==> src/sfm5_pkg.sv <==
`timescale 1ns / 1ps

package sfm5_pkg;

  localparam int SampleW      = 16;
  localparam int SeenW        = 3;
  localparam int HalfWidthDef = 2;
  // slot index width covers up to four results per word (half width of three)
  localparam int MaxHalfWidth = 3;
  localparam int SlotIdxW     = 2;

  typedef logic signed [SampleW-1:0] sample_t;

  typedef struct packed {
    sample_t sample;
    logic    last_in;
  } in_word_t;

  typedef struct packed {
    sample_t filtered;
    logic    last_out;
  } out_word_t;

  // tells the output buffer which medians of a window to send
  typedef struct packed {
    logic [SlotIdxW-1:0] first_slot;
    logic [SlotIdxW-1:0] end_slot;
    logic                any;
    logic                flag;
  } ob_ctl_t;

endpackage

==> src/sfm5_median.sv <==
`timescale 1ns / 1ps

module sfm5_median
  import sfm5_pkg::*;
#(
  parameter int WIN_LEN = 2 * HalfWidthDef + 1,
  localparam int IdxW = $clog2(WIN_LEN)
) (
  input  sample_t         win_i [WIN_LEN],
  input  logic [IdxW-1:0] lo_i,
  output sample_t         med_o
);

  logic [WIN_LEN-1:0] vld;
  logic [IdxW-1:0]    rank [WIN_LEN];
  logic [IdxW-1:0]    len;
  logic [IdxW-1:0]    target;

  // window runs from lo_i to the newest entry
  always_comb begin
    for (int i = 0; i < WIN_LEN; i++) begin
      vld[i] = (IdxW'(i) >= lo_i);
    end
  end

  assign len    = IdxW'(WIN_LEN) - lo_i;
  assign target = len >> 1;

  // rank with ties broken by position, so ranks form a permutation
  always_comb begin
    for (int i = 0; i < WIN_LEN; i++) begin
      rank[i] = '0;
      for (int m = 0; m < WIN_LEN; m++) begin
        if (m != i && vld[m] &&
            ((win_i[m] < win_i[i]) || (win_i[m] == win_i[i] && m < i))) begin
          rank[i] = rank[i] + IdxW'(1);
        end
      end
    end
  end

  always_comb begin
    med_o = '0;
    for (int i = 0; i < WIN_LEN; i++) begin
      if (vld[i] && rank[i] == target) begin
        med_o = win_i[i];
      end
    end
  end

endmodule

==> src/sfm5_out_buf.sv <==
`timescale 1ns / 1ps

module sfm5_out_buf
  import sfm5_pkg::*;
#(
  parameter int NUM_SLOT = HalfWidthDef + 1,
  localparam int SlotW = (NUM_SLOT > 1) ? $clog2(NUM_SLOT) : 1
) (
  input  logic      clk_i,
  input  logic      rst_ni,
  input  logic      load_i,
  input  sample_t   med_i [NUM_SLOT],
  input  ob_ctl_t   ctl_i,
  output logic      load_rdy_o,
  output logic      out_valid_o,
  input  logic      out_stall_i,
  output out_word_t out_word_o
);

  sample_t             med_q [NUM_SLOT];
  logic [SlotIdxW-1:0] cur_q, cur_d;
  logic [SlotIdxW-1:0] end_q, end_d;
  logic                busy_q, busy_d;
  logic                flag_q, flag_d;
  logic                pop;
  logic                fin;

  assign pop        = busy_q && !out_stall_i;
  assign fin        = pop && (cur_q == end_q);
  assign load_rdy_o = !busy_q || fin;

  assign out_valid_o         = busy_q;
  assign out_word_o.filtered = med_q[cur_q[SlotW-1:0]];
  assign out_word_o.last_out = flag_q && (cur_q == end_q);

  always_comb begin
    cur_d  = cur_q;
    end_d  = end_q;
    busy_d = busy_q;
    flag_d = flag_q;
    if (load_i) begin
      cur_d  = ctl_i.first_slot;
      end_d  = ctl_i.end_slot;
      busy_d = ctl_i.any;
      flag_d = ctl_i.flag;
    end else if (fin) begin
      busy_d = 1'b0;
    end else if (pop) begin
      cur_d = cur_q + SlotIdxW'(1);
    end
  end

  always_ff @(posedge clk_i or negedge rst_ni) begin
    if (!rst_ni) begin
      cur_q  <= '0;
      end_q  <= '0;
      busy_q <= 1'b0;
      flag_q <= 1'b0;
    end else begin
      cur_q  <= cur_d;
      end_q  <= end_d;
      busy_q <= busy_d;
      flag_q <= flag_d;
    end
  end

  always_ff @(posedge clk_i) begin
    if (load_i) begin
      med_q <= med_i;
    end
  end

endmodule

==> src/sliding_median5_filter.sv <==
`timescale 1ns / 1ps

// Sliding median over a block of signed 16-bit samples.
// Input channel: in_valid_i / in_stall_o with in_word_i (sample, last_in).
// Output channel: out_valid_o / out_stall_i with out_word_o (filtered, last_out).
// Each result is the median of the samples from two before to two after one
// position, clipped at the block edges; an even clipped length takes the upper
// middle value. Result i leaves once sample i+2 has been taken.
// A word with last_in set flushes up to HALF_WIDTH+1 results, the final one
// flagged with last_out, and the history starts over for the next block.
// A word passes the input register and then the output buffer before its result is offered.
// Throughput: one word per cycle while the output does not stall; a last word
// holds the output buffer until all its results have left, stalling the input.
// The median is chosen by one layer of pairwise compares and rank counts
// between the input register and the output buffer.
// While out_stall_i is high the offered word holds; if the input register is empty,
// one more input word is taken into it, then in_stall_o rises.
// Reset empties both stages and zeroes the sample count.

module sliding_median5_filter
  import sfm5_pkg::*;
#(
  parameter int HALF_WIDTH = HalfWidthDef
) (
  input  logic      clk_i,
  input  logic      rst_ni,
  input  logic      in_valid_i,
  output logic      in_stall_o,
  input  in_word_t  in_word_i,
  output logic      out_valid_o,
  input  logic      out_stall_i,
  output out_word_t out_word_o
);

  localparam int HistDepth = 2 * HALF_WIDTH;
  localparam int WinLen    = HistDepth + 1;
  localparam int NumCtr    = HALF_WIDTH + 1;
  localparam int IdxW      = $clog2(WinLen);

  sample_t          hist_q [HistDepth];
  logic [SeenW-1:0] seen_q, seen_d;

  sample_t          s1_win_q [WinLen];
  logic [SeenW-1:0] s1_seen_q;
  logic             s1_last_q;
  logic             s1_valid_q, s1_valid_d;

  logic             in_acc;
  logic             load_rdy;
  logic             load;
  logic [IdxW-1:0]  first;
  sample_t          med [NumCtr];
  ob_ctl_t          ctl;

  assign in_acc     = in_valid_i && !in_stall_o;
  assign in_stall_o = s1_valid_q && !load_rdy;
  assign load       = s1_valid_q && load_rdy;

  // history shifts on every word; after a last word the count alone restarts it
  always_ff @(posedge clk_i) begin
    if (in_acc) begin
      for (int i = 0; i < HistDepth - 1; i++) begin
        hist_q[i] <= hist_q[i+1];
      end
      hist_q[HistDepth-1] <= in_word_i.sample;
      for (int i = 0; i < HistDepth; i++) begin
        s1_win_q[i] <= hist_q[i];
      end
      s1_win_q[HistDepth] <= in_word_i.sample;
      s1_seen_q           <= seen_q;
      s1_last_q           <= in_word_i.last_in;
    end
  end

  always_comb begin
    seen_d = seen_q;
    if (in_acc) begin
      if (in_word_i.last_in) begin
        seen_d = '0;
      end else if (seen_q >= SeenW'(HistDepth)) begin
        seen_d = SeenW'(HistDepth);
      end else begin
        seen_d = seen_q + SeenW'(1);
      end
    end
  end

  always_comb begin
    s1_valid_d = s1_valid_q;
    if (in_acc) begin
      s1_valid_d = 1'b1;
    end else if (load) begin
      s1_valid_d = 1'b0;
    end
  end

  always_ff @(posedge clk_i or negedge rst_ni) begin
    if (!rst_ni) begin
      seen_q     <= '0;
      s1_valid_q <= 1'b0;
    end else begin
      seen_q     <= seen_d;
      s1_valid_q <= s1_valid_d;
    end
  end

  // oldest window entry that belongs to this block
  assign first = IdxW'(HistDepth) - IdxW'(s1_seen_q);

  for (genvar j = 0; j < NumCtr; j++) begin : g_ctr
    logic [IdxW-1:0] lo;
    assign lo = (first > IdxW'(j)) ? first : IdxW'(j);

    sfm5_median #(
      .WIN_LEN(WinLen)
    ) u_median (
      .win_i(s1_win_q),
      .lo_i (lo),
      .med_o(med[j])
    );
  end

  always_comb begin
    if (s1_last_q) begin
      ctl.first_slot = (first > IdxW'(HALF_WIDTH)) ?
                       SlotIdxW'(first - IdxW'(HALF_WIDTH)) : '0;
      ctl.end_slot   = SlotIdxW'(HALF_WIDTH);
      ctl.any        = 1'b1;
      ctl.flag       = 1'b1;
    end else begin
      ctl.first_slot = '0;
      ctl.end_slot   = '0;
      ctl.any        = (s1_seen_q >= SeenW'(HALF_WIDTH));
      ctl.flag       = 1'b0;
    end
  end

  sfm5_out_buf #(
    .NUM_SLOT(NumCtr)
  ) u_out_buf (
    .clk_i      (clk_i),
    .rst_ni     (rst_ni),
    .load_i     (load),
    .med_i      (med),
    .ctl_i      (ctl),
    .load_rdy_o (load_rdy),
    .out_valid_o(out_valid_o),
    .out_stall_i(out_stall_i),
    .out_word_o (out_word_o)
  );

  a_seen_bound: assert property (@(posedge clk_i) disable iff (!rst_ni)
    seen_q <= SeenW'(HistDepth))
    else $error("sample count above history depth");

  a_last_restarts: assert property (@(posedge clk_i) disable iff (!rst_ni)
    (in_acc && in_word_i.last_in) |=> (seen_q == '0))
    else $error("count not cleared after last word");

  a_flush_emits: assert property (@(posedge clk_i) disable iff (!rst_ni)
    (load && s1_last_q) |=> out_valid_o)
    else $error("last word produced no result");

  a_stall_cause: assert property (@(posedge clk_i) disable iff (!rst_ni)
    in_stall_o |-> (out_valid_o && s1_valid_q))
    else $error("input stalled without a pending result");

endmodule
==> config.mk <==
export PLATFORM = sky130hd
export DESIGN_NAME = sliding_median5_filter
export DESIGN_NICKNAME = d
export VERILOG_FILES = /design/src/sfm5_pkg.sv /design/src/sfm5_median.sv /design/src/sfm5_out_buf.sv /design/src/sliding_median5_filter.sv
export SDC_FILE = /design/constraint.sdc
export NUM_CORES = 1
export LEC_CHECK = 0
export ABC_AREA = 1
export BUFFER_PORTS_ARGS = -buffer_cell sky130_fd_sc_hd__buf_2
export CORE_UTILIZATION = 35
export CTS_CLUSTER_SIZE = 25
export DETAILED_ROUTE_END_ITERATION = 7
export GPL_TIMING_DRIVEN = 0
export PLACE_DENSITY = 0.51
export SLEW_MARGIN = 20
export SYNTH_ARGS = -nofsm -noshare
export SYNTH_HDL_FRONTEND = slang
export SYNTH_SLANG_ARGS = --single-unit
==> constraint.sdc <==
create_clock -name clk_i -period 9.63 [get_ports clk_i]
set_input_delay 0.963 -clock clk_i [delete_from_list [all_inputs] [get_ports clk_i]]
set_output_delay 0.963 -clock clk_i [all_outputs]
set_load 0.02 [all_outputs]
==> results_dict.tcl, run 1 <==
set metrics [dict create \
    outcome "finished clean" \
    finalWorstPathRequiredPeriod_ns 6.09 \
    synthCells 1892 \
    hold_buffers 0 \
    path_buf_inv 7 \
    grt_pass1_wl_um 71000 \
    via_count 12880 \
    holdCritPathClass "input port to asynchronous set/reset pin" \
    max_cap_violations 0 \
    std_cell_rows 73 \
    fin_nets 2194 \
    critPathSlowestCell "nor3_1" \
    dieWidth_um 203 \
    cts_root_buf "clkbuf_16" \
    yosysSeqAreaShare_pct 29.4 \
    cpLargestDelayFamily "simple AND/OR/NAND/NOR gates" \
    async_flop_share_pct 5.71 \
    final_cell_mix "562 x nand2_1, 240 x inv_1, 228 x nand3_1" \
    grt_overflow 0 \
    cts_setup_buffers 0 \
    critPathMaxFanout 11 \
    fin_crit_sh_pct 63.2 \
    synthDistinctLibCells 62 \
    h-tree-depth 4 \
    fillCellCount 4144 \
    rsz0062_at_grt "false" \
    cts.repair.resized 0 \
    grt_pass1_vias 12219 \
    cts_buffers 17 \
    clock_skew_ns 0.0173 \
    max-slew-margin-rel_pct 33.7 \
    fin_tns_setup_ns 0 \
    finalHoldViolations 0 \
    synthTopCellsByArea "edfxtp_1 28%, ha_1 19%, nand2_1 15%" \
    ys.flop_type "edfxtp_1" \
    fp.dieH_um 203 \
    drive_above_1_share_pct 10.6 \
    grt_usage_pct 22.8 \
    crit_cells 25 \
    wl_per_cell_um 18.2 \
    die_area_mm2 0.0412 \
    dp_hpwl_um 37000 \
    syn2layout_area_growth_pct 11.2 \
    cts_num_sinks 140 \
    synth_top_area_cell "edfxtp_1" \
    clock_path_buffers 2 \
    synth_area_mm2 0.0141 \
    clk_latency_ns 0.46 \
    crit_path_max_incr_delay_ns 0.73 \
    synth_edf_count 132 \
    synth_seq_cells 140 \
    diodes 0 \
    cp.arrival_ns 6.28 \
    worstSetupPathType "flip-flop to flip-flop" \
    r2r_cells 25 \
    start_util_pct 35.5 \
    slew_viol_final 0 \
    start_kind "flip-flop" \
    worstSetupEndpointType "flip-flop" \
    ff2ff_setup_slack_ns 3.54 \
    coreArea_mm2 0.0398 \
    yosys_warnings 0 \
    gp_congestion 0.938 \
    io_pins 40 \
    netlist.area_leader.share_pct 28.0 \
    routed_wl_um 45600 \
    fmax_mhz 164 \
    clk_pin_slew_ns 0.06 \
    antenna_left 0 \
    cts_tree "done" \
    drc 0 \
    io_buffer_count 39 \
    tightest_slew_ns 0.981 \
    drt-pass1-iter-count 5 \
    final_common_cell "nand2_1" \
    grt_max_degree 71 \
    setup_viol 0 \
    crit_top_cell "nand2_1" \
    viasPerCell 5.15 \
    cp.required_ns 9.83 \
    drt-initial-drc-count 991 \
    antenna_found_initial 0 \
    syn_avg_cell_area_um2 7.48 \
]
cells in the mapped netlist, types with 4 or more instances:
cell type    n
inv_2       16
buf_6        7
nand3_4      4
dfrtp_1      8
edfxtp_1   132
nand3_1    228
o31ai_1     16
a21o_1       5
nor2_2       5
buf_2       21
ha_1       211
or2_1        4
o21ai_0     38
clkbuf_8     4
nor3_1       7
clkbuf_1     7
nand2_4      6
a21oi_1     89
o21ai_2      4
nand2_1    562
nand3_2     18
buf_4        5
o21a_1       9
xor2_1       4
nor2_1     102
o21bai_1     4
nand2_2     18
nand4_1     58
inv_1      241
or2_2        5
registers in the layout, summed over array words and instances (netlist names):
register / cells
u_out_buf.med_q: 48
u_out_buf.flag_q: 1
s1_last_q: 1
s1_valid_q: 1
u_out_buf.cur_q: 2
seen_q: 3
s1_seen_q: 3
hist_q: 64
u_out_buf.out_valid_o: 1
s1_win_q: 16
per-stage QoR:
step,cells,worst slack [ns],instance area [µm²],utilization [%],hold slack (ns)
after floorplan,1902,5.28,14200,-,0.425
after global placement,2466,3.72,15000,37.8,0.431
after detailed placement,2468,3.66,15100,37.9,0.441
after CTS,2499,3.66,15700,39.5,0.328
after global routing,2499,3.16,15700,39.5,0.365
final,2499,3.54,15700,39.5,0.369
path summary, 6_finish.rpt:
path | to | start
worst max-delay path | u_out_buf.med_q[25] | s1_seen_q[0]
worst min-delay path | s1_valid_q | rst_ni
worst max register to register | u_out_buf.med_q[25] | s1_seen_q[0]
worst min register to register | s1_seen_q[2] | seen_q[2]
max in group asynchronous | seen_q[1] | rst_ni
min in group clk_i | s1_seen_q[2] | seen_q[2]
layer usage:
metal,wire (µm),vias to the layer above,share of wire [%],global-route usage (%)
met5,0,-,0,0
met4,666,0,1.5,5.88
met3,1730,42,3.8,2.89
met2,21800,304,48,38.8
met1,21400,6037,47,30.3
li1,-,6497,-,-
logic make-up after synthesis:
kind of cell,after synthesis,synth area share (%)
and+or+nand+nor,1034,33.4
buffers and inverters,304,9.15
adders and majority gates,211,18.7
AOI/OAI and AO/OA,188,7.98
DFF,140,29.4
xor gates and xnor gates,13,1.36
other,2,0.0531
area by class of cell:
cell class / instances / area, µm² / area share (%)
plain buffers: 46 / 327 / 2.08
clock inverters: 13 / 199 / 1.26
well taps: 525 / 657 / 4.18
multi-input cells: 1458 / 8740 / 55.5
inverters: 258 / 973 / 6.19
flip-flops and latches: 140 / 4160 / 26.5
clock buffers: 18 / 429 / 2.73
repair buffers: 41 / 243 / 1.54
Power of run 1 is not shown: default switching activity piles up to over one toggle a cycle in this logic, so the estimate is an artifact.
==> run 2, diff against run 1 <==
- clock period: 9.63 -> 6.4 ns (I/O delays scaled with it)
==> results_dict.tcl, run 2 (synthesis gave the netlist of run 1 again) <==
set metrics [dict create \
    holdCritPathClass "input port to asynchronous set/reset pin" \
    cts_root_buf "clkbuf_16" \
    r2r_cells 23 \
    syn2layout_area_growth_pct 11.2 \
    grt_usage_pct 22.8 \
    timing.rr.end "u_out_buf.med_q[27]" \
    largest_register_ffs 64 \
    grt_pass1_wl_um 71000 \
    multi_input_area_mm2 0.00874 \
    r2r_start "s1_seen_q[0]" \
    cts_num_sinks 140 \
    wl_per_cell_um 18.1 \
    clk_pin_slew_ns 0.06 \
    cp.required_ns 6.60 \
    grt_pass1_vias 12219 \
    fillCellCount 4143 \
    tightest_slew_ns 0.981 \
    fmax_mhz 172 \
    finalHoldViolations 0 \
    clk_latency_ns 0.46 \
    start_util_pct 35.5 \
    io_buffer_count 39 \
    drc 0 \
    outcome "finished clean" \
    die_area_mm2 0.0412 \
    cts_tree "done" \
    ff2ff_setup_slack_ns 0.59 \
    drive_above_1_share_pct 10.6 \
    cp.arrival_ns 6.01 \
    fin_nets 2194 \
    grt_max_degree 71 \
    max_cap_violations 0 \
    antenna_found_initial 0 \
    dieWidth_um 203 \
    regArea_mm2 0.00416 \
    cts_buffers 17 \
    drt-initial-drc-count 965 \
    slew_viol_final 0 \
    antenna_left 0 \
    fin_crit_sh_pct 90.8 \
    gp_congestion 0.938 \
    largest-register "hist_q" \
    start_kind "flip-flop" \
    critPathMaxFanout 11 \
    final_cell_mix "562 x nand2_1, 240 x inv_1, 228 x nand3_1" \
    rsz0062_at_grt "false" \
    clock_skew_ns 0.0162 \
    clock_path_buffers 2 \
    setup_viol 0 \
    h-tree-depth 4 \
    via_count 12836 \
    coreArea_mm2 0.0398 \
    final_common_cell "nand2_1" \
    std_cell_rows 73 \
    hold_buffers 0 \
    dp_hpwl_um 37000 \
    fin_tns_setup_ns 0 \
    io_pins 40 \
    grt_overflow 0 \
    diodes 0 \
    worstSetupEndpointType "flip-flop" \
    max-slew-margin-rel_pct 33.8 \
    fp.dieH_um 203 \
    routed_wl_um 45400 \
    reg_top3 "hist_q x64, u_out_buf.med_q x48, s1_win_q x16" \
    drt-pass1-iter-count 5 \
    viasPerCell 5.14 \
    worstSetupPathType "flip-flop to flip-flop" \
    finalWorstPathRequiredPeriod_ns 5.81 \
]
-- run 2: cell counts in the layout (fill, tap and decap cells not counted) --
Identical to the previous run, type by type.
-- run 2: worst max path at each step --
| stage | to | from | slack (ns) |
|---|---|---|---|
| 6_report | u_out_buf.med_q[27] | s1_seen_q[0] | 0.59 |
| 5_1_grt | u_out_buf.med_q[27] | s1_seen_q[0] | 0.21 |
| 4_1_cts | u_out_buf.med_q[25] | s1_seen_q[0] | 0.43 |
| 3_5_place_dp | u_out_buf.med_q[25] | s1_seen_q[0] | 0.43 |
| 3_3_place_gp | u_out_buf.med_q[25] | s1_seen_q[0] | 0.49 |
| 2_1_floorplan | u_out_buf.med_q[27] | s1_seen_q[0] | 2.05 |
-- run 2: critical path, cell delays in order, from the launching register on --
cell and delay (ns):
edfxtp_1 0.44, inv_1 0.17, ha_1 0.23, ha_1 0.38, inv_1 0.14, buf_2 0.34, buf_2 0.36, ha_1 0.33
inv_1 0.16, nor3_2 0.46, nand2_1 0.14, inv_1 0.08, ha_1 0.24, or2_1 0.25, nand2_1 0.09, ha_1 0.22
or2_2 0.30, nand3_1 0.09, nand2_1 0.07, nor2_2 0.44, buf_2 0.37, a21oi_1 0.07, nand2_1 0.11, nand2_1 0.06
-- run 2: what timing repair did --
item,4_1_cts,5_1_grt
resized for setup,0,1
setup endpoints to repair,0,7
setup buffers,0,0
-- run 2: area by class of cell --
| class | count | area share (%) |
|---|---|---|
| timing repair buffer | 41 | 1.54 |
| multi-input combinational | 1458 | 55.6 |
| sequential | 140 | 26.5 |
| inverter | 258 | 6.19 |
| tap | 525 | 4.18 |
| clock inverter | 13 | 1.26 |
| buffer | 46 | 2.08 |
| clock buffer | 18 | 2.73 |
-- run 2: stage by stage --
step	util, %	hold WS [ns]	setup WS [ns]	cells	area (µm²)
2_1_floorplan	-	0.344	2.05	1902	14200
3_3_place_gp	37.8	0.431	0.494	2466	15000
3_5_place_dp	37.9	0.441	0.430	2468	15100
4_1_cts	39.5	0.00497	0.426	2499	15700
5_1_grt	39.5	0.0416	0.215	2499	15700
6_report	39.5	0.0453	0.590	2499	15700
-- run 2: layer usage --
metal	GRT usage (%)	part of all wire, %	vias up
met3	2.89	4.2	41
li1	-	-	6492
met4	5.88	1.6	0
met5	0	0	-
met1	30.3	46	6017
met2	38.8	48	286
Power of run 2 is left out for the same reason.
